==> src/hdl/itoa_pkg.sv <==
// Shared constants and helpers for the integer to radix ASCII converter.
`timescale 1ns / 1ps
`default_nettype none
package itoa_pkg;

    localparam int DIGIT_W  = 6;
    localparam int RADIX_W  = 6;
    localparam int CHAR_W   = 8;
    localparam int DIV_BITS = 8;

    localparam logic [RADIX_W-1:0] RADIX_MIN = 6'd2;
    localparam logic [RADIX_W-1:0] RADIX_MAX = 6'd36;
    localparam logic [RADIX_W-1:0] RADIX_DEC = 6'd10;

    localparam logic [DIGIT_W-1:0] DIGIT_NINE = 6'd9;
    localparam logic [DIGIT_W-1:0] DIGIT_TEN  = 6'd10;

    localparam logic [CHAR_W-1:0] CH_ZERO    = 8'h30;
    localparam logic [CHAR_W-1:0] CH_LOWER_A = 8'h61;
    localparam logic [CHAR_W-1:0] CH_MINUS   = 8'h2D;

    function automatic logic [CHAR_W-1:0] digit_char(input logic [DIGIT_W-1:0] d);
        logic [CHAR_W-1:0] c;
        if (d > DIGIT_NINE) begin
            c = CH_LOWER_A + CHAR_W'(d - DIGIT_TEN);
        end else begin
            c = CH_ZERO + CHAR_W'(d);
        end
        return c;
    endfunction

endpackage
`default_nettype wire

==> src/hdl/itoa_in_if.sv <==
// Input channel: value and radix with valid/ready handshake.
`timescale 1ns / 1ps
`default_nettype none
interface itoa_in_if #(
    parameter int VALUE_WIDTH = 32
);
    logic                            valid;
    logic                            ready;
    logic signed [VALUE_WIDTH-1:0]   value;
    logic [itoa_pkg::RADIX_W-1:0]    base;

    modport source (output valid, output value, output base, input ready);
    modport sink   (input valid, input value, input base, output ready);
endinterface
`default_nettype wire

==> src/hdl/itoa_out_if.sv <==
// Output channel: one ASCII character per item with a last flag.
`timescale 1ns / 1ps
`default_nettype none
interface itoa_out_if;
    logic                         valid;
    logic                         ready;
    logic [itoa_pkg::CHAR_W-1:0]  character;
    logic                         last;

    modport source (output valid, output character, output last, input ready);
    modport sink   (input valid, input character, input last, output ready);
endinterface
`default_nettype wire

==> src/hdl/itoa_front.sv <==
// Front end: clamps the radix, detects negative decimal values, forms the magnitude.
`timescale 1ns / 1ps
`default_nettype none
module itoa_front #(
    parameter int VALUE_WIDTH = 32,
    localparam int JOB_W = VALUE_WIDTH + itoa_pkg::RADIX_W + 1
) (
    itoa_in_if.sink          i_in,
    output logic             o_push_valid,
    input  logic             i_push_ready,
    output logic [JOB_W-1:0] o_push_data
);

    logic [itoa_pkg::RADIX_W-1:0] radix;
    logic                         neg;
    logic [VALUE_WIDTH-1:0]       mag;

    always_comb begin
        if (i_in.base < itoa_pkg::RADIX_MIN) begin
            radix = itoa_pkg::RADIX_MIN;
        end else if (i_in.base > itoa_pkg::RADIX_MAX) begin
            radix = itoa_pkg::RADIX_MAX;
        end else begin
            radix = i_in.base;
        end
        neg = (radix == itoa_pkg::RADIX_DEC) && i_in.value[VALUE_WIDTH-1];
        if (neg) begin
            mag = VALUE_WIDTH'(~i_in.value + 1'b1);
        end else begin
            mag = i_in.value;
        end
    end

    assign o_push_valid = i_in.valid;
    assign i_in.ready   = i_push_ready;
    assign o_push_data  = {mag, radix, neg};

endmodule
`default_nettype wire

==> src/hdl/itoa_queue.sv <==
// Two-entry job queue between the front end and the conversion engine.
`timescale 1ns / 1ps
`default_nettype none
module itoa_queue #(
    parameter int DATA_W = 39
) (
    input  logic              i_clk,
    input  logic              i_rst_n,
    input  logic              i_push_valid,
    output logic              o_push_ready,
    input  logic [DATA_W-1:0] i_push_data,
    output logic              o_pop_valid,
    input  logic              i_pop_ready,
    output logic [DATA_W-1:0] o_pop_data
);

    logic [DATA_W-1:0] r_mem [2];
    logic              r_wr_ptr;
    logic              r_rd_ptr;
    logic [1:0]        r_count;
    logic              n_wr_ptr;
    logic              n_rd_ptr;
    logic [1:0]        n_count;
    logic              push;
    logic              pop;

    assign o_push_ready = (r_count != 2'd2);
    assign o_pop_valid  = (r_count != 2'd0);
    assign o_pop_data   = r_mem[r_rd_ptr];
    assign push         = i_push_valid && o_push_ready;
    assign pop          = o_pop_valid && i_pop_ready;

    always_comb begin
        n_wr_ptr = push ? ~r_wr_ptr : r_wr_ptr;
        n_rd_ptr = pop ? ~r_rd_ptr : r_rd_ptr;
        n_count  = r_count;
        if (push && !pop) begin
            n_count = r_count + 2'd1;
        end else if (pop && !push) begin
            n_count = r_count - 2'd1;
        end
    end

    always_ff @(posedge i_clk) begin
        if (!i_rst_n) begin
            r_wr_ptr <= 1'b0;
            r_rd_ptr <= 1'b0;
            r_count  <= 2'd0;
        end else begin
            r_wr_ptr <= n_wr_ptr;
            r_rd_ptr <= n_rd_ptr;
            r_count  <= n_count;
        end
    end

    always_ff @(posedge i_clk) begin
        if (push) begin
            r_mem[r_wr_ptr] <= i_push_data;
        end
    end

endmodule
`default_nettype wire

==> src/hdl/itoa_back.sv <==
// Conversion engine: radix division into a digit buffer, then reverse emission.
`timescale 1ns / 1ps
`default_nettype none
module itoa_back #(
    parameter int VALUE_WIDTH = 32,
    localparam int JOB_W = VALUE_WIDTH + itoa_pkg::RADIX_W + 1
) (
    input  logic             i_clk,
    input  logic             i_rst_n,
    input  logic             i_job_valid,
    output logic             o_job_ready,
    input  logic [JOB_W-1:0] i_job_data,
    itoa_out_if.source       o_out
);

    localparam int DIV_BITS = itoa_pkg::DIV_BITS;
    localparam int DIV_W    = ((VALUE_WIDTH + DIV_BITS - 1) / DIV_BITS) * DIV_BITS;
    localparam int NSTEP    = DIV_W / DIV_BITS;
    localparam int STEP_W   = (NSTEP > 1) ? $clog2(NSTEP) : 1;
    localparam int IDX_W    = $clog2(VALUE_WIDTH);
    localparam int CNT_W    = $clog2(VALUE_WIDTH + 1);
    localparam int DIGIT_W  = itoa_pkg::DIGIT_W;
    localparam int RADIX_W  = itoa_pkg::RADIX_W;
    localparam int CHAR_W   = itoa_pkg::CHAR_W;

    typedef enum logic [3:0] {
        ST_IDLE = 4'b0001,
        ST_DIV  = 4'b0010,
        ST_PREP = 4'b0100,
        ST_EMIT = 4'b1000
    } t_back_state;

    t_back_state          r_state;
    t_back_state          n_state;
    logic [DIV_W-1:0]     r_quo;
    logic [DIV_W-1:0]     n_quo;
    logic [DIGIT_W-1:0]   r_rem;
    logic [DIGIT_W-1:0]   n_rem;
    logic [RADIX_W-1:0]   r_radix;
    logic [RADIX_W-1:0]   n_radix;
    logic                 r_neg;
    logic                 n_neg;
    logic [STEP_W-1:0]    r_step;
    logic [STEP_W-1:0]    n_step;
    logic [CNT_W-1:0]     r_cnt;
    logic [CNT_W-1:0]     n_cnt;
    logic [IDX_W-1:0]     r_rd_idx;
    logic [IDX_W-1:0]     n_rd_idx;
    logic [DIGIT_W-1:0]   r_rd_data;
    logic                 r_out_valid;
    logic                 n_out_valid;
    logic [CHAR_W-1:0]    r_out_char;
    logic [CHAR_W-1:0]    n_out_char;
    logic                 r_out_last;
    logic                 n_out_last;
    logic [DIGIT_W-1:0]   r_buf [VALUE_WIDTH];

    logic [DIV_W-1:0]     div_quo;
    logic [DIGIT_W-1:0]   div_rem;
    logic                 wr_en;
    logic                 out_free;

    logic [VALUE_WIDTH-1:0] job_mag;
    logic [RADIX_W-1:0]     job_radix;
    logic                   job_neg;

    assign {job_mag, job_radix, job_neg} = i_job_data;

    // Long division by the radix, DIV_BITS dividend bits per cycle.
    always_comb begin : div_step
        logic [DIGIT_W-1:0]  rem;
        logic [DIGIT_W:0]    t;
        logic [DIV_BITS-1:0] qbits;
        rem   = r_rem;
        qbits = '0;
        for (int i = 0; i < DIV_BITS; i++) begin
            t = {rem, r_quo[DIV_W-1-i]};
            if (t >= {1'b0, r_radix}) begin
                rem                     = DIGIT_W'(t - {1'b0, r_radix});
                qbits[DIV_BITS-1-i] = 1'b1;
            end else begin
                rem = t[DIGIT_W-1:0];
            end
        end
        div_rem = rem;
        div_quo = (r_quo << DIV_BITS) | DIV_W'(qbits);
    end

    assign out_free    = !r_out_valid || o_out.ready;
    assign o_job_ready = (r_state == ST_IDLE);

    always_comb begin
        n_state     = r_state;
        n_quo       = r_quo;
        n_rem       = r_rem;
        n_radix     = r_radix;
        n_neg       = r_neg;
        n_step      = r_step;
        n_cnt       = r_cnt;
        n_rd_idx    = r_rd_idx;
        n_out_valid = r_out_valid && !o_out.ready;
        n_out_char  = r_out_char;
        n_out_last  = r_out_last;
        wr_en       = 1'b0;
        case (r_state)
            ST_IDLE: begin
                if (i_job_valid) begin
                    n_quo   = DIV_W'(job_mag);
                    n_radix = job_radix;
                    n_neg   = job_neg;
                    n_rem   = '0;
                    n_step  = '0;
                    n_cnt   = '0;
                    n_state = ST_DIV;
                end
            end
            ST_DIV: begin
                n_quo  = div_quo;
                n_rem  = div_rem;
                n_step = STEP_W'(r_step + 1'b1);
                if (r_step == STEP_W'(NSTEP - 1)) begin
                    wr_en  = 1'b1;
                    n_cnt  = CNT_W'(r_cnt + 1'b1);
                    n_rem  = '0;
                    n_step = '0;
                    if (div_quo == '0) begin
                        n_state = ST_PREP;
                    end
                end
            end
            ST_PREP: begin
                n_rd_idx = IDX_W'(r_cnt - CNT_W'(1));
                n_state  = ST_EMIT;
            end
            ST_EMIT: begin
                if (out_free) begin
                    n_out_valid = 1'b1;
                    if (r_neg) begin
                        n_out_char = itoa_pkg::CH_MINUS;
                        n_out_last = 1'b0;
                        n_neg      = 1'b0;
                    end else begin
                        n_out_char = itoa_pkg::digit_char(r_rd_data);
                        n_out_last = (r_rd_idx == '0);
                        if (r_rd_idx == '0) begin
                            n_state = ST_IDLE;
                        end else begin
                            n_rd_idx = IDX_W'(r_rd_idx - 1'b1);
                        end
                    end
                end
            end
            default: begin
                n_state = ST_IDLE;
            end
        endcase
    end

    always_ff @(posedge i_clk) begin
        if (!i_rst_n) begin
            r_state     <= ST_IDLE;
            r_neg       <= 1'b0;
            r_step      <= '0;
            r_cnt       <= '0;
            r_rd_idx    <= '0;
            r_out_valid <= 1'b0;
        end else begin
            r_state     <= n_state;
            r_neg       <= n_neg;
            r_step      <= n_step;
            r_cnt       <= n_cnt;
            r_rd_idx    <= n_rd_idx;
            r_out_valid <= n_out_valid;
        end
    end

    always_ff @(posedge i_clk) begin
        r_quo      <= n_quo;
        r_rem      <= n_rem;
        r_radix    <= n_radix;
        r_out_char <= n_out_char;
        r_out_last <= n_out_last;
    end

    always_ff @(posedge i_clk) begin
        if (wr_en) begin
            r_buf[r_cnt[IDX_W-1:0]] <= div_rem;
        end
        r_rd_data <= r_buf[n_rd_idx];
    end

    assign o_out.valid     = r_out_valid;
    assign o_out.character = r_out_char;
    assign o_out.last      = r_out_last;

    a_cnt_bound: assert property (@(posedge i_clk) disable iff (!i_rst_n)
        r_cnt <= CNT_W'(VALUE_WIDTH))
        else $error("digit count beyond buffer depth");

    a_rem_below_radix: assert property (@(posedge i_clk) disable iff (!i_rst_n)
        (r_state == ST_DIV) |-> (r_rem < r_radix))
        else $error("partial remainder not below radix");

    a_prep_has_digits: assert property (@(posedge i_clk) disable iff (!i_rst_n)
        (r_state == ST_PREP) |-> (r_cnt != '0))
        else $error("emission started with no digits");

    a_last_ends_item: assert property (@(posedge i_clk) disable iff (!i_rst_n)
        (r_state == ST_EMIT && out_free && !r_neg && r_rd_idx == '0)
        |=> (r_state == ST_IDLE && r_out_valid && r_out_last))
        else $error("final digit did not close the item");

endmodule
`default_nettype wire

==> src/hdl/integer_to_radix_ascii.sv <==
// Top level of the integer to radix ASCII converter.
// Converts each input value to ASCII digits in radix 2..36 (base clamped into that range),
// most significant first, lower-case letters above nine, '-' prefix for negative values in
// radix ten only; other radices read the value as unsigned. One character leaves per output
// item, with last set on the final one. A two-entry queue decouples input from the engine.
// Per item the engine steps through idle, division, prep and emission states: the radix divider
// retires 8 dividend bits per cycle for each digit, then the digit buffer emits one char per
// cycle while the output is ready, with any '-' sent ahead of the digits.
`timescale 1ns / 1ps
`default_nettype none
module integer_to_radix_ascii #(
    parameter int VALUE_WIDTH = 32
) (
    input  logic       i_clk,
    input  logic       i_rst_n,
    itoa_in_if.sink    i_in,
    itoa_out_if.source o_out
);

    localparam int JOB_W = VALUE_WIDTH + itoa_pkg::RADIX_W + 1;

    logic             push_valid;
    logic             push_ready;
    logic [JOB_W-1:0] push_data;
    logic             job_valid;
    logic             job_ready;
    logic [JOB_W-1:0] job_data;

    itoa_front #(
        .VALUE_WIDTH (VALUE_WIDTH)
    ) u_front (
        .i_in         (i_in),
        .o_push_valid (push_valid),
        .i_push_ready (push_ready),
        .o_push_data  (push_data)
    );

    itoa_queue #(
        .DATA_W (JOB_W)
    ) u_queue (
        .i_clk        (i_clk),
        .i_rst_n      (i_rst_n),
        .i_push_valid (push_valid),
        .o_push_ready (push_ready),
        .i_push_data  (push_data),
        .o_pop_valid  (job_valid),
        .i_pop_ready  (job_ready),
        .o_pop_data   (job_data)
    );

    itoa_back #(
        .VALUE_WIDTH (VALUE_WIDTH)
    ) u_back (
        .i_clk       (i_clk),
        .i_rst_n     (i_rst_n),
        .i_job_valid (job_valid),
        .o_job_ready (job_ready),
        .i_job_data  (job_data),
        .o_out       (o_out)
    );

endmodule
`default_nettype wire
==> src/flat_wrapper.sv <==
// flat-port wrapper written by rule: the top's interface ports become plain ports
module integer_to_radix_ascii_flat 
#(
    parameter int VALUE_WIDTH = 32
)
  (i_clk, i_rst_n, i_in_valid, i_in_value, i_in_base, i_in_ready, o_out_valid, o_out_character, o_out_last, o_out_ready);
  itoa_in_if #(.VALUE_WIDTH(VALUE_WIDTH)) i_in_i ();
  itoa_out_if o_out_i ();
  input  logic i_clk;
  input  logic i_rst_n;
  input wire logic [$bits(i_in_i.valid)-1:0] i_in_valid;
  input wire logic [$bits(i_in_i.value)-1:0] i_in_value;
  input wire logic [$bits(i_in_i.base)-1:0] i_in_base;
  output wire logic [$bits(i_in_i.ready)-1:0] i_in_ready;
  output wire logic [$bits(o_out_i.valid)-1:0] o_out_valid;
  output wire logic [$bits(o_out_i.character)-1:0] o_out_character;
  output wire logic [$bits(o_out_i.last)-1:0] o_out_last;
  input wire logic [$bits(o_out_i.ready)-1:0] o_out_ready;
  assign i_in_i.valid = i_in_valid;
  assign i_in_i.value = i_in_value;
  assign i_in_i.base = i_in_base;
  assign i_in_ready = i_in_i.ready;
  assign o_out_valid = o_out_i.valid;
  assign o_out_character = o_out_i.character;
  assign o_out_last = o_out_i.last;
  assign o_out_i.ready = o_out_ready;
  integer_to_radix_ascii #(.VALUE_WIDTH(VALUE_WIDTH)) u_core (.i_clk(i_clk), .i_rst_n(i_rst_n), .i_in(i_in_i), .o_out(o_out_i));
endmodule
==> config.mk <==
export PLATFORM = sky130hd
export DESIGN_NAME = integer_to_radix_ascii_flat
export DESIGN_NICKNAME = d
export VERILOG_FILES = /design/src/hdl/itoa_pkg.sv /design/src/hdl/itoa_in_if.sv /design/src/hdl/itoa_out_if.sv /design/src/hdl/itoa_front.sv /design/src/hdl/itoa_queue.sv /design/src/hdl/itoa_back.sv /design/src/hdl/integer_to_radix_ascii.sv /design/src/flat_wrapper.sv
export SDC_FILE = /design/constraint.sdc
export NUM_CORES = 1
export LEC_CHECK = 0
export ABC_AREA = 1
export BUFFER_PORTS_ARGS = -buffer_cell sky130_fd_sc_hd__buf_4
export CORE_MARGIN = 2
export CORE_UTILIZATION = 55
export DETAILED_ROUTE_END_ITERATION = 8
export PLACE_DENSITY = 0.72
export SYNTH_ARGS = -nofsm -noshare
export SYNTH_HDL_FRONTEND = slang
export SYNTH_SLANG_ARGS = --single-unit
==> constraint.sdc <==
create_clock -name i_clk -period 18.19 [get_ports i_clk]
set_clock_uncertainty 0.15 [all_clocks]
set_input_delay 0 -clock i_clk [delete_from_list [all_inputs] [get_ports i_clk]]
set_output_delay 0 -clock i_clk [all_outputs]
set_load 0.02 [all_outputs]
==> impl_summary.log <==
INFO  metric status = finished clean
INFO  metric post_dp_cell_area = 18600 µm²
INFO  metric unrepaired_setup_endpoints_after_global_routing = false
INFO  metric placement.io_buffers = 52
INFO  metric grt_max_degree = 90
INFO  metric syn-instance-count = 1717
INFO  metric horizontal_die_dimension = approximately 180 µm
INFO  metric postSynth.asyncResetShare = 0%
INFO  metric startpoint_type = flip-flop
INFO  metric cts.repair.resized = 0
INFO  metric place_hpwl = 26200 µm
INFO  metric setup_total_negative_slack = 0 ns
INFO  metric first_pass_grt_wire_length = 65400 µm
INFO  metric coreArea = 31700 µm²
INFO  metric hold_buffers = 62
INFO  metric nets = 1937
INFO  metric track_usage = approximately a quarter
INFO  metric min_from = i_in_base[5]
INFO  metric yosys-top-cells-area = sky130_fd_sc_hd__edfxtp_1, sky130_fd_sc_hd__nand2_1, sky130_fd_sc_hd__ha_1, sky130_fd_sc_hd__inv_1, sky130_fd_sc_hd__dfxtp_1
INFO  metric maxClockFrequency = 67.2 MHz
INFO  metric postSynthRegisterBits = 352
INFO  metric report.final.hold_viol_count = 0
INFO  metric ys_warn_count = 0
INFO  metric cts_inserted_buffers = 39
INFO  metric drt-total-wl = 40900 µm
INFO  metric cts.root.buffer_cell = sky130_fd_sc_hd__clkbuf_16
INFO  metric ant_nets = 0
INFO  metric setup_viol = 0
INFO  metric insertion_delay = roughly 0.54 ns
INFO  metric clock_sink_count = 352
INFO  metric yosysTopAreaCell = sky130_fd_sc_hd__edfxtp_1
INFO  metric post-route-cell-area = 20500 µm²
INFO  metric via_per_inst = 5.73
INFO  metric die_area = 33800 µm²
INFO  metric whs = 0.0957 ns
INFO  metric die_h = 184 µm
INFO  metric clock_tree.htree_level_count = 2
INFO  metric via_count_of_the_first_global_routing_pass = 12552
INFO  metric synth_seq_area_share = 57.8%
INFO  metric max-slew-margin-rel = 15.4%
INFO  metric drive_above_1_share = about 11%
INFO  metric final_max_slew_violation_count = 0
INFO  metric drtIter0Drc = roughly 1400
INFO  metric via_count = 12938
INFO  metric fillers = 2389
INFO  metric avgRoutedWirePerCell = 18.1 µm
INFO  metric area_delta_synth_final = 15.2%
INFO  metric clock_tree_from_tritoncts = built
INFO  metric top_post_synthesis_cells_by_count = sky130_fd_sc_hd__edfxtp_1, sky130_fd_sc_hd__nand2_1, sky130_fd_sc_hd__inv_1
INFO  metric critPathMaxFanout = 32
INFO  metric r2r_startpoint = u_core.u_back.r_radix[1]
INFO  metric period_minus_slack = 14.89 ns
INFO  metric cp.arrival = about 15 ns
INFO  metric multiInputGateArea = between 6000 and 7000 µm²
INFO  metric crit_path_max_incr_delay = 0.82 ns
INFO  metric antennaDiodeCount = 0
INFO  metric place_congestion = between 0.8 and 0.9
INFO  metric ctsLongestPathBuffers = 3
INFO  metric detail_route.first_pass.iterations = 5
INFO  metric syn-num-nets = 1830
INFO  metric i_o_pins = 53
INFO  metric synth-edff-count = about 320
INFO  metric path_clk_slew = 0.06 ns
INFO  metric antenna_found_initial = 1
INFO  metric postCtsSetupRepairBufs = 0
INFO  metric dominant_register_cell_in_the_synthesized_netlist = sky130_fd_sc_hd__edfxtp_1
INFO  metric syn_area = 17800 µm²
INFO  metric synth_cell_types = 54
INFO  metric route.detailed.drc = 0
INFO  metric critPathRequiredTime = 18.20 ns
INFO  metric timing_worst_slew_pin_value = between 1 and 1.5 ns
INFO  metric rows = 65
INFO  metric end_kind = flip-flop
INFO  metric initial_core_util = 56.1%
INFO  metric critPathMostFrequentCell = sky130_fd_sc_hd__a21oi_1
INFO  metric worstHoldPathType = in -> reg
INFO  metric grt_remaining_overflow = 0
INFO  metric synth.top_cell.area_share = a little over half
INFO  metric avgSynthCellArea = 10.4 µm²
INFO  metric crit_path_start = u_core.u_back.r_radix[1]
INFO  metric seqCellArea = 10300 µm²
INFO  metric library_cell_with_the_highest_instance_count_after_synthesis = sky130_fd_sc_hd__edfxtp_1
INFO  metric final_critical_path_share_of_the_clock_period = 81.8%
INFO  metric setup_cp_type = reg -> reg
INFO  metric critical-path-slowest-cell = sky130_fd_sc_hd__nand2_1
INFO  metric maxCapViolations = 0
==> per-layer routing <==
layer,track usage [%],share of wire [%]
met5,0,0
met4,6.21,1.8
met3,4.10,7.2
met2,40.7,47
met1,34.4,44
==> metrics by stage <==
step / std cells / setup WS, ns / utilization [%]
after floorplan: 1717 / 5.04 / -
after global placement: 2123 / 3.99 / 58.6
after detailed placement: 2123 / 3.43 / 58.6
after CTS: 2256 / 3.38 / 64.6
after global routing: 2256 / 1.58 / 64.6
final: 2256 / 3.30 / 64.6
==> sequential cells by signal (all words and copies together), names as in the netlist, 5 cells and up, named ones only <==
| name | flops |
|---|---|
| u_core.u_back.r_rd_idx | 5 |
| u_core.u_back.r_cnt | 5 |
| u_core.u_back.r_rd_data | 6 |
| u_core.u_back.r_rem | 6 |
| u_core.u_queue.r_mem | 78 |
| u_core.u_back.r_buf | 192 |
| u_core.u_back.r_radix | 6 |
| u_core.u_back.r_quo | 32 |
| u_core.u_back.o_out.character | 8 |
==> worst max-delay path, delay by kind of cell, from the launching register on <==
kind	cells	cell delay, ns
AO/OA/AOI/OAI	32	5.44
adder cells (fa/ha/maj)	8	2.57
buffers and inverters	13	1.64
flip-flops	1	0.64
AND/OR/NAND/NOR	28	4.07
==> layout make-up <==
class                   count  share of cell area [%]
multi-input cells        1117                    32.2
well taps                 402                    2.45
clock buffers              50                    5.06
flip-flops and latches    352                    50.2
inverters                 186                    3.42
repair buffers            128                    5.45
clock inverters            21                    1.22
==> kinds of logic after synthesis <==
logic type | Yosys count | synth area share (%)
buffers and inverters | 248 | 5.46
flip-flops | 352 | 57.8
AO/OA/AOI/OAI | 347 | 11.7
XOR/XNOR | 64 | 3.15
adder cells (fa/ha/maj) | 71 | 5.33
AND/OR/NAND/NOR | 620 | 15.7
multiplexers | 15 | 0.893
==> layout by cell type, fill, tap and decap left out, types with 7 or more instances in the layout <==
master                          instances
sky130_fd_sc_hd__edfxtp_1             323
sky130_fd_sc_hd__nand2_1              315
sky130_fd_sc_hd__inv_1                177
sky130_fd_sc_hd__nor2_1               140
sky130_fd_sc_hd__o21ai_0              114
sky130_fd_sc_hd__a21oi_1               94
sky130_fd_sc_hd__buf_4                 66
sky130_fd_sc_hd__ha_1                  63
sky130_fd_sc_hd__o211ai_1              62
sky130_fd_sc_hd__dlygate4sd3_1         62
sky130_fd_sc_hd__nand3_1               42
sky130_fd_sc_hd__xor2_1                41
sky130_fd_sc_hd__clkbuf_16             39
sky130_fd_sc_hd__or2_2                 31
sky130_fd_sc_hd__dfxtp_1               28
sky130_fd_sc_hd__xnor2_1               23
sky130_fd_sc_hd__nor3_1                20
sky130_fd_sc_hd__nand4_1               20
sky130_fd_sc_hd__o311ai_0              19
sky130_fd_sc_hd__o21ai_1               14
sky130_fd_sc_hd__a31oi_1               14
sky130_fd_sc_hd__nand2_2                9
sky130_fd_sc_hd__clkinv_1               9
sky130_fd_sc_hd__clkbuf_1               9
sky130_fd_sc_hd__nand3_4                8
sky130_fd_sc_hd__mux2i_1                8
sky130_fd_sc_hd__nor4_1                 8
sky130_fd_sc_hd__fa_1                   8
sky130_fd_sc_hd__o21a_1                 7
sky130_fd_sc_hd__nand3_2                7
sky130_fd_sc_hd__mux2_2                 7
==> final timing paths <==
check,endpoint,slack (ns),depth (start not counted)
setup / recovery,u_core.u_back.r_buf[7][3],3.30,81
hold / removal,u_core.u_queue.r_mem[0][6],0.1,2
setup reg to reg,u_core.u_back.r_buf[7][3],3.30,81
hold reg to reg,flip-flop,0.30,1
Power is not shown: default switching activity piles up to over one toggle a cycle in this logic, so the estimate is an artifact.
